===== config.mk =====
export PLATFORM = sky130hd
export DESIGN_NAME = i2c_master_bit_engine
export DESIGN_NICKNAME = d
export VERILOG_FILES = /design/src/hw/rtl/i2cm_pkg.sv /design/src/hw/rtl/i2cm_step.sv /design/src/hw/rtl/i2c_master_bit_engine.sv
export SDC_FILE = /design/constraint.sdc
export NUM_CORES = 1
export LEC_CHECK = 0
export BUFFER_PORTS_ARGS = -buffer_cell sky130_fd_sc_hd__buf_2
export CAP_MARGIN = 20
export CORE_AREA = 2 2 75 92
export DETAILED_ROUTE_END_ITERATION = 7
export DIE_AREA = 0 0 77 94
export PLACE_DENSITY_LB_ADDON = 0.15
export SLEW_MARGIN = 30
export SYNTH_ARGS = -nofsm -noshare
export SYNTH_HDL_FRONTEND = slang
export SYNTH_SLANG_ARGS = --single-unit

===== constraint.sdc =====
create_clock -name clk -period 2.8 [get_ports clk]
set_input_delay 0.28 -clock clk [delete_from_list [all_inputs] [get_ports clk]]
set_output_delay 0.28 -clock clk [all_outputs]
set_load 0.05 [all_outputs]

===== src/hw/rtl/i2cm_pkg.sv =====
// ----------------------------------------------------------------------------
// I2C master bit engine package
// Shared types and constants for the bus step logic and the top level.
// ----------------------------------------------------------------------------
package i2cm_pkg;

  localparam int unsigned BITS_PER_BYTE = 8;

  localparam logic [3:0] BIT_COUNT_LAST   = 4'(BITS_PER_BYTE);
  localparam logic [7:0] ACK_TIMEOUT_RST  = 8'd250;

  localparam logic [2:0] FUNC_NONE  = 3'd0;
  localparam logic [2:0] FUNC_START = 3'd1;
  localparam logic [2:0] FUNC_STOP  = 3'd2;
  localparam logic [2:0] FUNC_WRITE = 3'd3;
  localparam logic [2:0] FUNC_READ  = 3'd4;

  typedef enum logic [3:0] {
    PH_IDLE     = 4'd0,
    PH_START_B  = 4'd1,
    PH_START_C  = 4'd2,
    PH_STOP_B   = 4'd3,
    PH_STOP_C   = 4'd4,
    PH_WR_HIGH  = 4'd5,
    PH_WR_LOW   = 4'd6,
    PH_WR_DATA  = 4'd7,
    PH_ACK_REL  = 4'd8,
    PH_ACK_CLK  = 4'd9,
    PH_ACK_POLL = 4'd10,
    PH_RD_HIGH  = 4'd11,
    PH_RD_LOW   = 4'd12,
    PH_RA_HIGH  = 4'd13,
    PH_RA_END   = 4'd14
  } phase_t;

  typedef struct packed {
    phase_t      phase;
    logic [3:0]  bit_count;
    logic [7:0]  shift_reg;
    logic [7:0]  wait_count;
    logic        ack_choice;
    logic        scl;
    logic        sda;
    logic [7:0]  rx_hold;
  } eng_state_t;

  typedef struct packed {
    logic [2:0] func;
    logic [7:0] tx_byte;
    logic       ack_after_read;
    logic       sda_sample;
  } tick_t;

  typedef struct packed {
    logic busy;
    logic done;
    logic status;
  } step_flags_t;

  localparam eng_state_t ENG_STATE_RST = '{
    phase:      PH_IDLE,
    bit_count:  4'd0,
    shift_reg:  8'd0,
    wait_count: 8'd0,
    ack_choice: 1'b0,
    scl:        1'b1,
    sda:        1'b1,
    rx_hold:    8'd0
  };

endpackage


===== src/hw/rtl/i2cm_step.sv =====
// ----------------------------------------------------------------------------
// I2C master bit engine step logic
// Works out the engine state after one bus tick and the flags of that tick.
// ----------------------------------------------------------------------------
module i2cm_step (
  input  i2cm_pkg::eng_state_t  st,
  input  i2cm_pkg::tick_t       tick,
  input  logic [7:0]            ack_timeout,
  output i2cm_pkg::eng_state_t  st_nxt,
  output i2cm_pkg::step_flags_t flags
);
  import i2cm_pkg::*;

  logic [3:0] rd_count;

  assign rd_count = st.bit_count + 4'd1;

  always_comb begin
    st_nxt       = st;
    flags.busy   = 1'b1;
    flags.done   = 1'b0;
    flags.status = 1'b0;
    case (st.phase)
      PH_IDLE: begin
        flags.busy = 1'b0;
        case (tick.func)
          FUNC_START: begin
            flags.busy   = 1'b1;
            st_nxt.sda   = 1'b1;
            st_nxt.scl   = 1'b1;
            st_nxt.phase = PH_START_B;
          end
          FUNC_STOP: begin
            flags.busy   = 1'b1;
            st_nxt.sda   = 1'b0;
            st_nxt.scl   = 1'b0;
            st_nxt.phase = PH_STOP_B;
          end
          FUNC_WRITE: begin
            flags.busy       = 1'b1;
            st_nxt.scl       = 1'b0;
            st_nxt.sda       = tick.tx_byte[BITS_PER_BYTE-1];
            st_nxt.shift_reg = {tick.tx_byte[BITS_PER_BYTE-2:0], 1'b0};
            st_nxt.bit_count = 4'd1;
            st_nxt.phase     = PH_WR_HIGH;
          end
          FUNC_READ: begin
            flags.busy        = 1'b1;
            st_nxt.sda        = 1'b1;
            st_nxt.scl        = 1'b0;
            st_nxt.shift_reg  = 8'd0;
            st_nxt.bit_count  = 4'd0;
            st_nxt.ack_choice = tick.ack_after_read;
            st_nxt.phase      = PH_RD_HIGH;
          end
          default: begin
          end
        endcase
      end
      PH_START_B: begin
        st_nxt.sda   = 1'b0;
        st_nxt.phase = PH_START_C;
      end
      PH_START_C: begin
        st_nxt.scl = 1'b0;
        flags.done = 1'b1;
      end
      PH_STOP_B: begin
        st_nxt.scl   = 1'b1;
        st_nxt.phase = PH_STOP_C;
      end
      PH_STOP_C: begin
        st_nxt.sda = 1'b1;
        flags.done = 1'b1;
      end
      PH_WR_HIGH: begin
        st_nxt.scl   = 1'b1;
        st_nxt.phase = PH_WR_LOW;
      end
      PH_WR_LOW: begin
        st_nxt.scl   = 1'b0;
        st_nxt.phase = (st.bit_count >= BIT_COUNT_LAST) ? PH_ACK_REL : PH_WR_DATA;
      end
      PH_WR_DATA: begin
        st_nxt.sda       = st.shift_reg[BITS_PER_BYTE-1];
        st_nxt.shift_reg = {st.shift_reg[BITS_PER_BYTE-2:0], 1'b0};
        st_nxt.bit_count = rd_count;
        st_nxt.phase     = PH_WR_HIGH;
      end
      PH_ACK_REL: begin
        st_nxt.sda   = 1'b1;
        st_nxt.phase = PH_ACK_CLK;
      end
      PH_ACK_CLK: begin
        st_nxt.scl        = 1'b1;
        st_nxt.wait_count = 8'd0;
        st_nxt.phase      = PH_ACK_POLL;
      end
      PH_ACK_POLL: begin
        if (!tick.sda_sample) begin
          st_nxt.scl = 1'b0;
          flags.done = 1'b1;
        end else if (st.wait_count >= ack_timeout) begin
          flags.done   = 1'b1;
          flags.status = 1'b1;
        end else begin
          st_nxt.wait_count = st.wait_count + 8'd1;
        end
      end
      PH_RD_HIGH: begin
        st_nxt.scl       = 1'b1;
        st_nxt.shift_reg = {st.shift_reg[BITS_PER_BYTE-2:0], tick.sda_sample};
        st_nxt.bit_count = rd_count;
        st_nxt.phase     = (rd_count >= BIT_COUNT_LAST) ? PH_RA_HIGH : PH_RD_LOW;
      end
      PH_RD_LOW: begin
        st_nxt.scl   = 1'b0;
        st_nxt.phase = PH_RD_HIGH;
      end
      PH_RA_HIGH: begin
        st_nxt.scl   = 1'b0;
        st_nxt.sda   = ~st.ack_choice;
        st_nxt.phase = PH_RA_END;
      end
      PH_RA_END: begin
        if (!st.scl) begin
          st_nxt.scl = 1'b1;
        end else begin
          st_nxt.scl     = 1'b0;
          st_nxt.rx_hold = st.shift_reg;
          flags.done     = 1'b1;
        end
      end
      default: begin
        st_nxt.phase = PH_IDLE;
        flags.busy   = 1'b0;
      end
    endcase
    if (flags.done) begin
      st_nxt.phase = PH_IDLE;
    end
  end

endmodule


===== src/hw/rtl/i2c_master_bit_engine.sv =====
// ----------------------------------------------------------------------------
// I2C master bit engine
// Byte-level I2C master driven by one bus timing tick per beat.
// ----------------------------------------------------------------------------
// Each input beat is one bus tick and yields exactly one result beat. The
// engine takes a beat in every cycle while the output side is not stalled:
// a beat is held in an input register, the step logic advances the bus
// state by one tick, and the result is registered in an output register.
// The rate of one beat per cycle is set by the feedback of the engine state
// register.
module i2c_master_bit_engine (
  input  logic       clk,
  input  logic       rst_n,
  input  logic       cfg_we,
  input  logic [7:0] cfg_wdata,
  input  logic       in_valid,
  output logic       in_ready,
  input  logic [2:0] in_func,
  input  logic [7:0] in_tx_byte,
  input  logic       in_ack_after_read,
  input  logic       in_sda_sample,
  output logic       out_valid,
  input  logic       out_ready,
  output logic       out_scl_level,
  output logic       out_sda_level,
  output logic       out_busy_res,
  output logic       out_done_res,
  output logic       out_status,
  output logic [7:0] out_rx_byte
);
  import i2cm_pkg::*;

  logic        [7:0] ack_timeout_r;
  logic              stg_valid_r;
  tick_t             stg_tick_r;
  eng_state_t        state_r;
  eng_state_t        state_nxt;
  step_flags_t       flags;
  logic              out_valid_r;
  logic              out_scl_r;
  logic              out_sda_r;
  step_flags_t       out_flags_r;
  logic        [7:0] out_rx_r;
  logic              advance;
  logic              in_accept;

  assign advance   = stg_valid_r && (!out_valid_r || out_ready);
  assign in_ready  = !stg_valid_r || advance;
  assign in_accept = in_valid && in_ready;

  i2cm_step u_step (
    .st          (state_r),
    .tick        (stg_tick_r),
    .ack_timeout (ack_timeout_r),
    .st_nxt      (state_nxt),
    .flags       (flags)
  );

  always_ff @(posedge clk) begin
    if (!rst_n) begin
      ack_timeout_r <= ACK_TIMEOUT_RST;
    end else if (cfg_we) begin
      ack_timeout_r <= cfg_wdata;
    end
  end

  always_ff @(posedge clk) begin
    if (!rst_n) begin
      stg_valid_r <= 1'b0;
    end else if (in_ready) begin
      stg_valid_r <= in_valid;
    end
  end

  always_ff @(posedge clk) begin
    if (in_accept) begin
      stg_tick_r <= '{func: in_func, tx_byte: in_tx_byte,
                      ack_after_read: in_ack_after_read, sda_sample: in_sda_sample};
    end
  end

  always_ff @(posedge clk) begin
    if (!rst_n) begin
      state_r <= ENG_STATE_RST;
    end else if (advance) begin
      state_r <= state_nxt;
    end
  end

  always_ff @(posedge clk) begin
    if (!rst_n) begin
      out_valid_r <= 1'b0;
    end else if (advance) begin
      out_valid_r <= 1'b1;
    end else if (out_ready) begin
      out_valid_r <= 1'b0;
    end
  end

  always_ff @(posedge clk) begin
    if (advance) begin
      out_scl_r   <= state_nxt.scl;
      out_sda_r   <= state_nxt.sda;
      out_flags_r <= flags;
      out_rx_r    <= state_nxt.rx_hold;
    end
  end

  assign out_valid     = out_valid_r;
  assign out_scl_level = out_scl_r;
  assign out_sda_level = out_sda_r;
  assign out_busy_res  = out_flags_r.busy;
  assign out_done_res  = out_flags_r.done;
  assign out_status    = out_flags_r.status;
  assign out_rx_byte   = out_rx_r;

  a_done_busy : assert property (@(posedge clk) disable iff (!rst_n)
    out_valid_r && out_flags_r.done |-> out_flags_r.busy)
    else $error("done reported on a tick that was not busy");

  a_status_done : assert property (@(posedge clk) disable iff (!rst_n)
    out_valid_r && out_flags_r.status |-> out_flags_r.done)
    else $error("NACK status reported without done");

  a_done_idle : assert property (@(posedge clk) disable iff (!rst_n)
    advance && flags.done |=> state_r.phase == PH_IDLE)
    else $error("engine not idle after a finished command");

  a_reset_empty : assert property (@(posedge clk)
    !rst_n |=> !out_valid_r && !stg_valid_r)
    else $error("pipeline holds a beat after reset");

endmodule


* Yosys cells after proc, flatten, opt, wreduce, memory -nomap -nowiden *
Index checks and enable logic that the tools add are counted.

storage, ports and cells
  register bits = 71
  output and inout bits = 15
  word-level logic and storage cells = 97
  bits of input ports = 26

cells by class
  equal/unequal tests = 23
  reduce and logical (&&, ||, !) cells = 22
  bitwise operators = 1
  order comparisons = 3
  mux-type cells = 25
  add/subtract/negate cells = 2

operator list
  kind                   count
  $pmux W4 S12           1
  $pmux W12 S3           1
  $mux W8                4
  $eq A4 B4 Y1 const B   7
  $pmux W12 S2           1
  $eq A4 B3 Y1 const B   4
  $pmux W4 S4            1
  $pmux W8 S2            1
  $reduce_or A4 Y1       4
  $reduce_or A14 Y1      1
  $pmux W1 S5            2
  $reduce_and A3 Y1      3
  $add A8 B1 Y8 const B  1
  $eq A4 B2 Y1 const B   2
  $ge A4 B4 Y1 const B   2
  $ge A8 B8 Y1           1
  $mux W1                8
  $mux W4                2
  $pmux W2 S4            1
  $eq A3 B2 Y1 const B   2
  $ne A6 B6 Y1 const B   1
  $add A4 B1 Y4 const B  1
  $eq A4 B1 Y1 const B   1
  $logic_not A4 Y1       1
  17 further kinds       23

* Logic depth before layout (Yosys ltp) *
  word-level depth = 6
  gate-level depth with buffers = 8
  gate-level depth less buffers = 7

* By module *
A second synthesis with hierarchy kept.

unflattened totals
  cell total of the unflattened synthesis = 413
  area, all modules = 3986.3 µm²

modules (own cells, without submodules)
  module                 area each (µm²)  seq. area each (µm²)  cells each  times used
  i2c_master_bit_engine  2595.0           1681.6                214         1
  i2cm_step              1391.3           0.0                   199         1

* Least setup slack after synthesis *
OpenSTA, ideal clock, no wires.

  path kind = flip-flop to flip-flop
  start = register out_valid_r (netlist: out_valid)
  end = register out_flags_r (netlist bit out_busy_res) (enable)
  clock period less this slack = 2.066 ns
  stages on the path, launching flop included = 6
  setup slack = 0.734 ns
  data arrival time = 1.684 ns
  buffers on the path = 2
  cell sequence = dfxtp_1 -> nand2b_1 -> nand2_1 -> inv_1 -> clkbuf_1 -> buf_1

on the way
  cells in the longest elaborated chain, start to end = 3

ends and longest elaborated chain
  what                    RTL line                      RTL
  from (decl)             i2c_master_bit_engine.sv:39   logic out_valid_r;
  from (signal assigned)  i2c_master_bit_engine.sv:92   out_valid_r <= 1'b0;
  from (signal assigned)  i2c_master_bit_engine.sv:94   out_valid_r <= 1'b1;
  from (signal assigned)  i2c_master_bit_engine.sv:96   out_valid_r <= 1'b0;
  $logic_not A1 Y1        i2c_master_bit_engine.sv:47   assign advance = stg_valid_r && (!out_valid_r || out_ready);
  $logic_or A1 B1 Y1      i2c_master_bit_engine.sv:47
  $logic_and A1 B1 Y1     i2c_master_bit_engine.sv:47
  net advance             i2c_master_bit_engine.sv:44   logic advance;
  to (signal assigned)    i2c_master_bit_engine.sv:104  out_flags_r <= flags;
  to (decl)               i2c_master_bit_engine.sv:42   step_flags_t out_flags_r;

The timed path passes the listed nets, and every way through them passes these cells.
A chain may end at the register's enable or synchronous reset.

* Worst setup path in the final report *
  start = register ack_timeout_r[7]
  end = register state_r[15] (netlist name)

on the way
  cells in the longest elaborated chain, start to end = 3

ends and longest elaborated chain
  what                                RTL line                     RTL
  from (decl)                         i2c_master_bit_engine.sv:33  logic [7:0] ack_timeout_r;
  from (signal assigned)              i2c_master_bit_engine.sv:63  ack_timeout_r <= cfg_wdata;
  $ge A8 B8 Y1                        i2cm_step.sv:103             end else if (st.wait_count >= ack_timeout) begin
  $ne A2 B2 Y1 (no source line)       --
  $reduce_and A4 Y1 (no source line)  --
  to (signal assigned)                i2c_master_bit_engine.sv:86  state_r <= state_nxt;
  to (decl)                           i2c_master_bit_engine.sv:36  eng_state_t state_r;

No other way between the ends.

==> metrics.cfg <==
[clock_network]
htree_num_levels = 3
worstSkewPairLatency_ps = 350
post_cts_resized = 0
cts-root-buf = sky130_fd_sc_hd__clkbuf_8
cts_hold_buffers = 0
clock_tree_from_tritoncts = yes
count_of_buffers_added_by_post_cts_timing_repair_for_setup = 0
clockBufferDepth = 2
cts.reportedPaths.clkPinSlew_ps = 80
cts-buffers-inserted = 9
clock-sinks = 71

[setup_path]
crit_path_end_kind = flop
critical_path_arrival_ps = 2560
critical_path.startpoint_type = flop
r2r-start = ack_timeout_r[7]
crit_family = simple AND/OR/NAND/NOR gates
reg2reg_slack_ps = 520
crit_fanout = 14
worst_path_largest_cell_delay_ps = 560
critPathKind = flop to flop
critPathRequiredTime_ps = 3080
critical_path.n_buffers_inverters = 1
critical_path.cell_chain = inv_1, ha_1, and3_4, a221oi_2, nand4_2, or4_1, a21oi_1
worst_reg_to_reg_cells = 7
worstSetupPathDepth = 7
crit-reg2reg-capture = state_r[15]
cp_max_delay_cell = sky130_fd_sc_hd__or4_1

[die]
floorplan.die.width_um = 77
core.rowCount = 32
fp.dieH_um = 94
floorplan.die_area_mm2 = 0.007238
top_level_ports = 41
design.core.area_mm2 = 0.006326
floorplan.initialDensity_pct = 56.65

[final_layout]
post_route_cells_drive_above_1_share_pct = 20.24
layout.cell_area.non_filler_mm2 = 0.004026
utilization_pct = 63.65
area_growth_pct = 12.36
final_nets = 447
num-fill-cells = 556
antenna_cells_inserted = 0

[timing]
skew_ps = 6.153
finalSetupTns_ps = 0
hold_violations = 0
timing_max_transition_violations_final = 0
timing.hold.ws_ps = 96.18
post-route-period-util_pct = 81.33
setup_viol = 0
fmax_mhz = 439.1
rsz0062_at_grt = false
max_slew.worst_pin.slew_ps = 713.1
max_slew_margin_pct = 52.40
timing.final.crit_period_ps = 2277

[synthesis]
synth_simple_gate_area_share_pct = 21.89
synth_area_leader_cell = sky130_fd_sc_hd__dfxtp_1
synth-adder-area-share_pct = 3.841
post_synthesis_compound_gate_area_fraction_pct = 16.76
combinational_family_with_the_most_area_after_synthesis = simple AND/OR/NAND/NOR gates
synthMostInstantiatedCell = sky130_fd_sc_hd__dfxtp_1
async_reset_ff_share_pct = 0
synth_xor_area_share_pct = 0.9777
synth-edff-count = 26
ys_top_cells_by_area = sky130_fd_sc_hd__dfxtp_1 (25%), sky130_fd_sc_hd__edfxtp_1 (22%), sky130_fd_sc_hd__nor2_1 (4.4%)
synth_cell_type_count = 64
count_of_warnings_emitted_by_yosys = 0
synth_area_mm2 = 0.003583
ys_dominant_reg_cell = sky130_fd_sc_hd__dfxtp_1
synth_top_cells_by_count = sky130_fd_sc_hd__dfxtp_1 (45), sky130_fd_sc_hd__nor2_1 (42), sky130_fd_sc_hd__nand2_1 (31), sky130_fd_sc_hd__edfxtp_1 (26), sky130_fd_sc_hd__a21oi_1 (21)
post_synth_mux_area_share_pct = 4.469
post_synthesis_instance_total = 377
synth_nets = 414
synth_sequential_area_ratio_pct = 46.93
postSynthRegisterBits = 71
postSynthAreaPerCell_um2 = 9.505
netlist.area_leader.share_pct = 25.14

[place]
portBuffers = 40
gp_congestion = 0.8663
detailed_place_hpwl_um = 5048
post_dp_cell_area_mm2 = 0.003800

[pwr]
power.ir.vdd_worst_mv = 0.3611
totalPowerFinal_mw = 2.337
static-leakage-power_nw = 1.572
pwr_density_cell_mw_per_mm2 = 580.5

[flow_run]
cap_violations = 0

[drt]
avgRoutedWirePerCell_um = 14.37
drt_first_pass_iters = 4
dr_total_vias = 2825
total_detailed_routing_wirelength_um = 7185
avgViaCountPerCell = 5.650
post_drt_antenna_nets = 0
detail_route.iter0.violations = 109
drt_drc_violations_left = 0

[global_routing]
grt_overflow = 0
grt_pass1_vias = 2677
globalRouteTotalUtil_pct = 21.77
grt_start_max_net_pins = 33
grt_pass1_wl_um = 12400
antenna_found_initial = 0

[hold_path]
startpoint_of_the_tightest_hold_check_path = in_tx_byte[4]
hold-path-endpoint = stg_tick_r[6]
hold_class = input pin to flop
hold_depth = 1

[outcome]
status = finished, final reports clean

[logic make-up after synthesis]
logic type               count (synthesis)
AND/OR/NAND/NOR                        153
AO/OA/AOI/OAI                           84
buffers and inverters                   39
XOR/XNOR                                 4
multiplexers                            15
adder cells (fa/ha/maj)                 11
flip-flops                              71
[power by group]
group          internal (mW)  switching (mW)  leakage, nW  total [mW]
combinational         0.0961           0.159        0.845       0.255
clock                  0.510           0.414        0.110       0.924
sequential              1.12          0.0362        0.616        1.16
total                   1.73           0.609         1.57        2.34
[through the flow]
step | setup WS (ps) | cells
after detailed placement | 547.0 | 484
final | 522.7 | 500
after global placement | 621.1 | 484
after floorplan | 733.7 | 377
after CTS | 528.6 | 500
after global routing | 305.1 | 500
[per-layer routing]
layer / GRT usage (%) / wire length [µm]
met1: 26.22 / 3228
met2: 37.57 / 3489
met3: 5.288 / 328
met4: 8.631 / 139
met5: 0 / 0
[flip-flops by register name (all words and copies together) (netlist names)]
signal and count:
state_r 35, out_rx_byte 8, out_status 1, out_valid 1, out_sda_level 1, out_done_res 1
ack_timeout_r 8, stg_valid_r 1, out_busy_res 1, stg_tick_r 13, out_scl_level 1
[worst max-delay path by stage]
| stage | startpoint | endpoint | slack [ps] |
|---|---|---|---|
| finish | ack_timeout_r[7] | state_r[15] | 520 |
| global route | state_r[34] | state_r[29] | 310 |
| CTS | ack_timeout_r[6] | state_r[15] | 530 |
| detailed placement | ack_timeout_r[6] | state_r[15] | 550 |
| global placement | ack_timeout_r[6] | state_r[15] | 620 |
| floorplan | out_valid | out_busy_res | 730 |
[cell usage in the layout (no fill, tap or decap), drive strengths merged, types with 9 or more instances in the layout]
master	instances
dfxtp	45
nor2	45
buf	44
nand2	32
edfxtp	26
a21oi	21
nand3	20
inv	19
o21ai	14
nor3	12
ha	11
o211ai	9
clkbuf	9
[final cells by class]
class                      count  area, µm²  area share, %
clock buffer                   9      123.9          3.076
clock inverter                 7      102.6          2.548
inverter                      17      63.81          1.585
multi-input combinational    267       1718          42.67
sequential                    71       1682          41.77
tap                           85      106.4          2.641
timing repair buffer          44      230.2          5.718
(Power assumes the default switching activity.)
